## src/rtl/fall_detector_backtrack_top_assert.svh

```systemverilog
// Assertion macros used by the fall detector datapath.
`ifndef FALL_DETECTOR_BACKTRACK_TOP_ASSERT_SVH
`define FALL_DETECTOR_BACKTRACK_TOP_ASSERT_SVH

// Same-cycle implication, checked on every rising clock edge outside reset.
`define FDB_ASSERT_NOW(lbl, ante, cons, msg) \
  lbl: assert property (@(posedge clk) disable iff (rst) (ante) |-> (cons)) else $error(msg);

// Next-cycle implication.
`define FDB_ASSERT_NEXT(lbl, ante, cons, msg) \
  lbl: assert property (@(posedge clk) disable iff (rst) (ante) |=> (cons)) else $error(msg);

`endif

```

## src/rtl/fdb_pkg.sv

```systemverilog
package fdb_pkg;

  localparam int HIST_DEPTH = 128;
  localparam int HIST_AW    = $clog2(HIST_DEPTH);
  localparam logic [15:0] ONE_G = 16'd2048;
  localparam logic [7:0]  HIST_FULL = 8'(HIST_DEPTH);
  localparam logic [15:0] CNT_MAX = 16'hFFFF;
  localparam logic [19:0] SD_MAX  = 20'hFFFFF;

  localparam logic [2:0] CFG_FREEFALL  = 3'd0;
  localparam logic [2:0] CFG_IMPACT    = 3'd1;
  localparam logic [2:0] CFG_LOOKBACK  = 3'd2;
  localparam logic [2:0] CFG_MIN_RUN   = 3'd3;
  localparam logic [2:0] CFG_WINDOW    = 3'd4;
  localparam logic [2:0] CFG_GUARD     = 3'd5;
  localparam logic [2:0] CFG_MARGIN    = 3'd6;
  localparam logic [2:0] CFG_ALLOWANCE = 3'd7;

  typedef enum logic [4:0] {
    S_IDLE, S_SQ, S_ROOT, S_ROOT_WAIT, S_MAG, S_UPD, S_DECIDE,
    S_SCAN_RD, S_SCAN_CHK, S_SCAN_END, S_MUL_INIT, S_MUL,
    S_DIV_INIT, S_DIV, S_ROOT_SD, S_SD_WAIT, S_SD, S_OUT
  } state_t;

  typedef enum logic [3:0] {
    OP_NONE, OP_LOAD, OP_SQ, OP_ROOT_MAG, OP_MAG, OP_UPD,
    OP_SCAN_RD, OP_SCAN_CHK, OP_SCAN_END, OP_MUL_INIT, OP_MUL,
    OP_DIV_INIT, OP_DIV, OP_ROOT_SD, OP_SD, OP_OUT
  } op_t;

  typedef struct packed {
    op_t op;
  } cmd_t;

  typedef struct packed {
    logic sq_last;
    logic root_busy;
    logic impact;
    logic scan_last;
    logic mul_last;
    logic div_last;
    logic blk_calc;
    logic out_free;
  } sts_t;

endpackage

```

## src/rtl/fdb_ctrl.sv

```systemverilog
module fdb_ctrl (
  input  logic          clk,
  input  logic          rst,
  input  logic          in_valid,
  output logic          in_stall,
  input  fdb_pkg::sts_t sts,
  output fdb_pkg::cmd_t cmd
);

  fdb_pkg::state_t state, state_next;

  always_ff @(posedge clk) begin
    if (rst) begin
      state <= fdb_pkg::S_IDLE;
    end else begin
      state <= state_next;
    end
  end

  always_comb begin
    state_next = state;
    cmd.op     = fdb_pkg::OP_NONE;
    in_stall   = (state != fdb_pkg::S_IDLE);
    case (state)
      fdb_pkg::S_IDLE: begin
        if (in_valid) begin
          cmd.op     = fdb_pkg::OP_LOAD;
          state_next = fdb_pkg::S_SQ;
        end
      end
      fdb_pkg::S_SQ: begin
        cmd.op = fdb_pkg::OP_SQ;
        if (sts.sq_last) state_next = fdb_pkg::S_ROOT;
      end
      fdb_pkg::S_ROOT: begin
        cmd.op     = fdb_pkg::OP_ROOT_MAG;
        state_next = fdb_pkg::S_ROOT_WAIT;
      end
      fdb_pkg::S_ROOT_WAIT: begin
        if (!sts.root_busy) state_next = fdb_pkg::S_MAG;
      end
      fdb_pkg::S_MAG: begin
        cmd.op     = fdb_pkg::OP_MAG;
        state_next = fdb_pkg::S_UPD;
      end
      fdb_pkg::S_UPD: begin
        cmd.op     = fdb_pkg::OP_UPD;
        state_next = fdb_pkg::S_DECIDE;
      end
      fdb_pkg::S_DECIDE: begin
        if (sts.impact)        state_next = fdb_pkg::S_SCAN_RD;
        else if (sts.blk_calc) state_next = fdb_pkg::S_MUL_INIT;
        else                   state_next = fdb_pkg::S_OUT;
      end
      fdb_pkg::S_SCAN_RD: begin
        if (sts.scan_last) begin
          state_next = fdb_pkg::S_SCAN_END;
        end else begin
          cmd.op     = fdb_pkg::OP_SCAN_RD;
          state_next = fdb_pkg::S_SCAN_CHK;
        end
      end
      fdb_pkg::S_SCAN_CHK: begin
        cmd.op     = fdb_pkg::OP_SCAN_CHK;
        state_next = fdb_pkg::S_SCAN_RD;
      end
      fdb_pkg::S_SCAN_END: begin
        cmd.op     = fdb_pkg::OP_SCAN_END;
        state_next = sts.blk_calc ? fdb_pkg::S_MUL_INIT : fdb_pkg::S_OUT;
      end
      fdb_pkg::S_MUL_INIT: begin
        cmd.op     = fdb_pkg::OP_MUL_INIT;
        state_next = fdb_pkg::S_MUL;
      end
      fdb_pkg::S_MUL: begin
        cmd.op = fdb_pkg::OP_MUL;
        if (sts.mul_last) state_next = fdb_pkg::S_DIV_INIT;
      end
      fdb_pkg::S_DIV_INIT: begin
        cmd.op     = fdb_pkg::OP_DIV_INIT;
        state_next = fdb_pkg::S_DIV;
      end
      fdb_pkg::S_DIV: begin
        cmd.op = fdb_pkg::OP_DIV;
        if (sts.div_last) state_next = fdb_pkg::S_ROOT_SD;
      end
      fdb_pkg::S_ROOT_SD: begin
        cmd.op     = fdb_pkg::OP_ROOT_SD;
        state_next = fdb_pkg::S_SD_WAIT;
      end
      fdb_pkg::S_SD_WAIT: begin
        if (!sts.root_busy) state_next = fdb_pkg::S_SD;
      end
      fdb_pkg::S_SD: begin
        cmd.op     = fdb_pkg::OP_SD;
        state_next = fdb_pkg::S_OUT;
      end
      fdb_pkg::S_OUT: begin
        if (sts.out_free) begin
          cmd.op     = fdb_pkg::OP_OUT;
          state_next = fdb_pkg::S_IDLE;
        end
      end
      default: state_next = fdb_pkg::S_IDLE;
    endcase
  end

endmodule

```

## config.mk

```make
export PLATFORM = sky130hd
export DESIGN_NAME = fdb_ctrl
export DESIGN_NICKNAME = d
export VERILOG_FILES = /design/src/rtl/fall_detector_backtrack_top_assert.svh /design/src/rtl/fdb_pkg.sv /design/src/rtl/fdb_ctrl.sv
export SDC_FILE = /design/constraint.sdc
export NUM_CORES = 1
export LEC_CHECK = 0
export BUFFER_PORTS_ARGS = -buffer_cell sky130_fd_sc_hd__buf_2
export CORE_ASPECT_RATIO = 0.75
export CORE_UTILIZATION = 30
export CTS_CLUSTER_SIZE = 30
export DETAILED_ROUTE_END_ITERATION = 8
export HOLD_SLACK_MARGIN = 0.05
export PLACE_DENSITY_LB_ADDON = 0.05
export SYNTH_ARGS = -nofsm -noshare
export SYNTH_HDL_FRONTEND = slang
export SYNTH_SLANG_ARGS = --single-unit
```

## constraint.sdc

```tcl
create_clock -name clk -period 1.4 [get_ports clk]
set_input_delay 0.28 -clock clk [delete_from_list [all_inputs] [get_ports clk]]
set_output_delay 0.28 -clock clk [all_outputs]
set_load 0.03 [all_outputs]
```

After elaboration in Yosys (flattened, before gate mapping)
Index checks and enable logic that the tools add are counted.
{"block": "op_classes", "n_reduce_logical": 3, "n_eq_ne": 24, "muxes": 15}
{"operator": "$pmux W5 S18", "count": 1}
{"operator": "$pmux W4 S15", "count": 1}
{"operator": "$mux W5", "count": 9}
{"operator": "$eq A5 B4 Y1 const B", "count": 8}
{"operator": "$eq A5 B3 Y1 const B", "count": 4}
{"operator": "$ne A2 B2 Y1 const B", "count": 7}
{"operator": "$eq A5 B2 Y1 const B", "count": 2}
{"operator": "$eq A5 B5 Y1 const B", "count": 2}
{"operator": "$reduce_and A7 Y1", "count": 1}
{"operator": "$eq A5 B1 Y1 const B", "count": 1}
{"operator": "$logic_not A5 Y1", "count": 1}
{"operator": "$reduce_bool A5 Y1", "count": 1}
{"operator": "$mux W4", "count": 1}
{"operator": "$mux W3", "count": 1}
{"operator": "$mux W1", "count": 2}
{"block": "totals", "out_inout_bits": 5, "elab_cells": 43, "inputBits": 11, "regBits": 5}

Longest topological paths before layout
{"block": "logic_depth", "word_depth": 3, "depth_mapped": 6, "mapped_depth_nobuf": 4}

Worst setup path after synthesis
Ideal clock, no wire load.
{"block": "synth_path", "path_kind": "flip-flop to output port", "start": "register state[1]", "end": "output cmd[0] (netlist name)", "path_slack_ps": -509, "stages_incl_launch_ff": 3, "arrival_ps": 1629, "cell_sequence": "dfxtp_1 > or4b_1 > o21ai_0"}
{"item": "start, declared", "line": "fdb_ctrl.sv:10", "source": "fdb_pkg::state_t state, state_next;"}
{"item": "start signal, assigned", "line": "fdb_ctrl.sv:14", "source": "state <= fdb_pkg::S_IDLE;"}
{"item": "start signal, assigned", "line": "fdb_ctrl.sv:16", "source": "state <= state_next;"}
{"item": "end, declared", "line": "fdb_ctrl.sv:7", "source": "output fdb_pkg::cmd_t cmd"}

==> results.sh <==
export IMPL_skew_ns=0.00103
export IMPL_vdd_ir_drop_max_v=0.000966
export IMPL_largest_reg_flops=5
export IMPL_final_nets=184
export IMPL_whs_endpoint="state[2]"
export IMPL_diodes=0
export IMPL_timing_rr_end="state[4]"
export IMPL_design_area_um2=1620
export IMPL_timing_hold_ws_ns=0.360
export IMPL_cp_end_kind="primary output"
export IMPL_drive_above_1_share_pct=62.8
export IMPL_ant_nets=0
export IMPL_core_um2=2440
export IMPL_outcome="complete, but fails checks"
export IMPL_post_dp_cell_area_um2=1280
export IMPL_wl_per_cell_um=16.0
export IMPL_drtPass1Iterations=4
export IMPL_rr_worst_depth=6
export IMPL_slew_headroom_pct=65.4
export IMPL_critPathRequiredTime_ns=1.12
export IMPL_cp_max_fo=5
export IMPL_rsz0062_at_grt="true"
export IMPL_fill_cells=207
export IMPL_cp_arrival_ns=1.54
export IMPL_grt_start_max_net_pins=12
export IMPL_synth_cell_types=51
export IMPL_cts_max_path_buffers=2
export IMPL_synth_top_area_cell="dfxtp_1"
export IMPL_drt_initial_drc_count=48
export IMPL_seqCellArea_um2=113
export IMPL_synth_edf_count=0
export IMPL_num_io_pins=16
export IMPL_cts_tree="yes"
export IMPL_violations="negative setup slack"
export IMPL_cts_htree_levels=1
export IMPL_synth_avg_cell_area_um2=7.44
export IMPL_dpl_hpwl_um=2210
export IMPL_slew_viol_final=0
export IMPL_syn_nets=121
export IMPL_clock_latency_ns=0.25
export IMPL_holdCritStartpoint="rst"
export IMPL_top_regs="state (5)"
export IMPL_grt_usage_pct=22.2
export IMPL_async_reset_ff_share_pct=0
export IMPL_grt_pass1_wl_um=4890
export IMPL_grt_pass1_vias=1010
export IMPL_worstSetupPathType="reg2out"
export IMPL_p_per_area_nw_per_um2=1660
export IMPL_hold_path_class="in2reg"
export IMPL_grt_overflow_total=0
export IMPL_top_register="state"
export IMPL_route_detailed_drc=0
export IMPL_rr_startpoint="state[1]"
export IMPL_seq_area_frac_synth_pct=12.2
export IMPL_wl_um=3290
export IMPL_path_cells="or4b_4, buf_6, o21ai_4, buf_6"
export IMPL_synth_top_area_share_pct=12.2
export IMPL_rows=15
export IMPL_gp_congestion=0.821
export IMPL_fin_crit_ns=1.82
export IMPL_worst_slew_pin_slew_ns=0.505
export IMPL_cap_violations=0
export IMPL_p_total_mw=2.70
export IMPL_die_area_um2=2940
export IMPL_fin_ws_ns=-0.423
export IMPL_p_leak_nw=0.671
export IMPL_start_util_pct=33.5
export IMPL_synthTopCellsByArea="dfxtp_1, nor2b_1, nand2b_1"
export IMPL_yosysWarnings=0
export IMPL_cpMostUsedCell="buf_6"
export IMPL_root_buffer="clkbuf_4"
export IMPL_multi_input_area_um2=830
export IMPL_ys_seq_elements=5
export IMPL_fmax_mhz=549
export IMPL_clkSinkCount=5
export IMPL_max_stage_delay_ns=0.55
export IMPL_cpMaxStageDelayCell="or4b_4"
export IMPL_hold_violations=0
export IMPL_syn_to_final_growth_pct=98.5
export IMPL_fin_crit_sh_pct=130
export IMPL_r2r_slack_ns=-0.35
export IMPL_synth_most_common_cell="nand2_1"
export IMPL_synth_flop_cell="dfxtp_1"
export IMPL_via_per_inst=5.42
export IMPL_cts_buffers=3
export IMPL_synth_common_cells="nand2_1, nor2b_1, nand2b_1, nor2_1"
export IMPL_dieWidth_um=62.3
export IMPL_netlist_area_um2=818
export IMPL_netlist_instances=110
export IMPL_port_buffer_count=15
export IMPL_vias=1117
export IMPL_clkTransAtPathRegs_ns=0.04
export IMPL_die_y_um=47.2
export IMPL_antenna_found_initial=0
export IMPL_setup_violations=10
export IMPL_min_path_cells=3
export IMPL_startpoint_type="flip-flop"
-- kinds of logic (layout without fill, tap and decap cells) --
logic type / count (synthesis) / after routing / synth area share (%)
multiplexers: 2 / 2 / 2.60
flip-flops: 5 / 5 / 12.2
AND/OR/NAND/NOR: 48 / 48 / 36.8
XOR/XNOR: 1 / 1 / 1.07
buffers and inverters: 16 / 78 / 10.5
AO/OA/AOI/OAI: 38 / 38 / 36.7
-- metal layers --
metal  vias to the layer above  global-route usage [%]  wire (um)
met3                         2                    2.67        101
met5                         -                       0          0
met2                        24                    40.9       1630
li1                        545                       -          -
met4                         0                    4.65         16
met1                       546                    28.9       1540
-- worst max-delay path by stage --
stage / cells past startpoint / slack (ns) / from / end
global placement: 4 / -0.38 / state[2] / cmd[0]
finish: 4 / -0.42 / state[2] / cmd[0]
floorplan: 5 / -0.09 / state[3] / state[2]
CTS: 6 / -0.44 / state[1] / cmd[2]
detailed placement: 4 / -0.41 / state[2] / state[4]
global route: 4 / -0.45 / state[2] / cmd[0]
-- placed cells by master (no fill, tap or decap), types with 4 or more instances in the layout --
cell type | netlist | routed
nand2_1 | 8 | 5
buf_6 | 2 | 15
nor2b_1 | 7 | 6
buf_2 | 3 | 10
buf_4 | 2 | 40
inv_1 | 5 | 4
nor2_1 | 6 | 5
nand2b_1 | 6 | 6
-- cell type report --
| type | count | share of cell area (%) |
|---|---|---|
| multi-input combinational | 89 | 51.1 |
| timing repair buffer | 69 | 36.6 |
| tap | 34 | 2.62 |
| inverter | 5 | 1.16 |
| sequential | 5 | 6.93 |
| clock buffer | 4 | 1.62 |
-- what timing repair did --
| item | 4_1_cts | 5_1_grt |
|---|---|---|
| setup buffers | 12 | 4 |
| pin swaps | 10 | 8 |
| resized for setup | 28 | 21 |
| setup endpoints to repair | 10 | 10 |
| hold buffers | 0 | 0 |
-- report_power, final --
part / leakage, nW / total (mW) / internal (mW) / switching (mW)
Combinational: 0.613 / 2.25 / 1.26 / 0.994
Clock: 0.0150 / 0.175 / 0.108 / 0.0664
Sequential: 0.0433 / 0.274 / 0.195 / 0.0794
Total: 0.671 / 2.70 / 1.56 / 1.14
-- worst max-delay path, delay by kind of cell, from the launching register on --
family / cells / cell delay [ns]
compound gates: 1 / 0.11
buf+inv: 2 / 0.28
flops: 1 / 0.36
simple gates: 1 / 0.55
-- metrics by stage --
stage               instances  TNS (ns)  utilization (%)  setup WS [ns]
CTS                       202     -3.68             61.8         -0.444
floorplan                 110    -0.564                -        -0.0878
finish                    206     -3.42             66.6         -0.423
detailed placement        186     -3.77             52.7         -0.413
global placement          186     -3.46             52.7         -0.381
global route              206     -3.93             66.6         -0.455
Note: power is estimated with default switching activity, not from simulation.
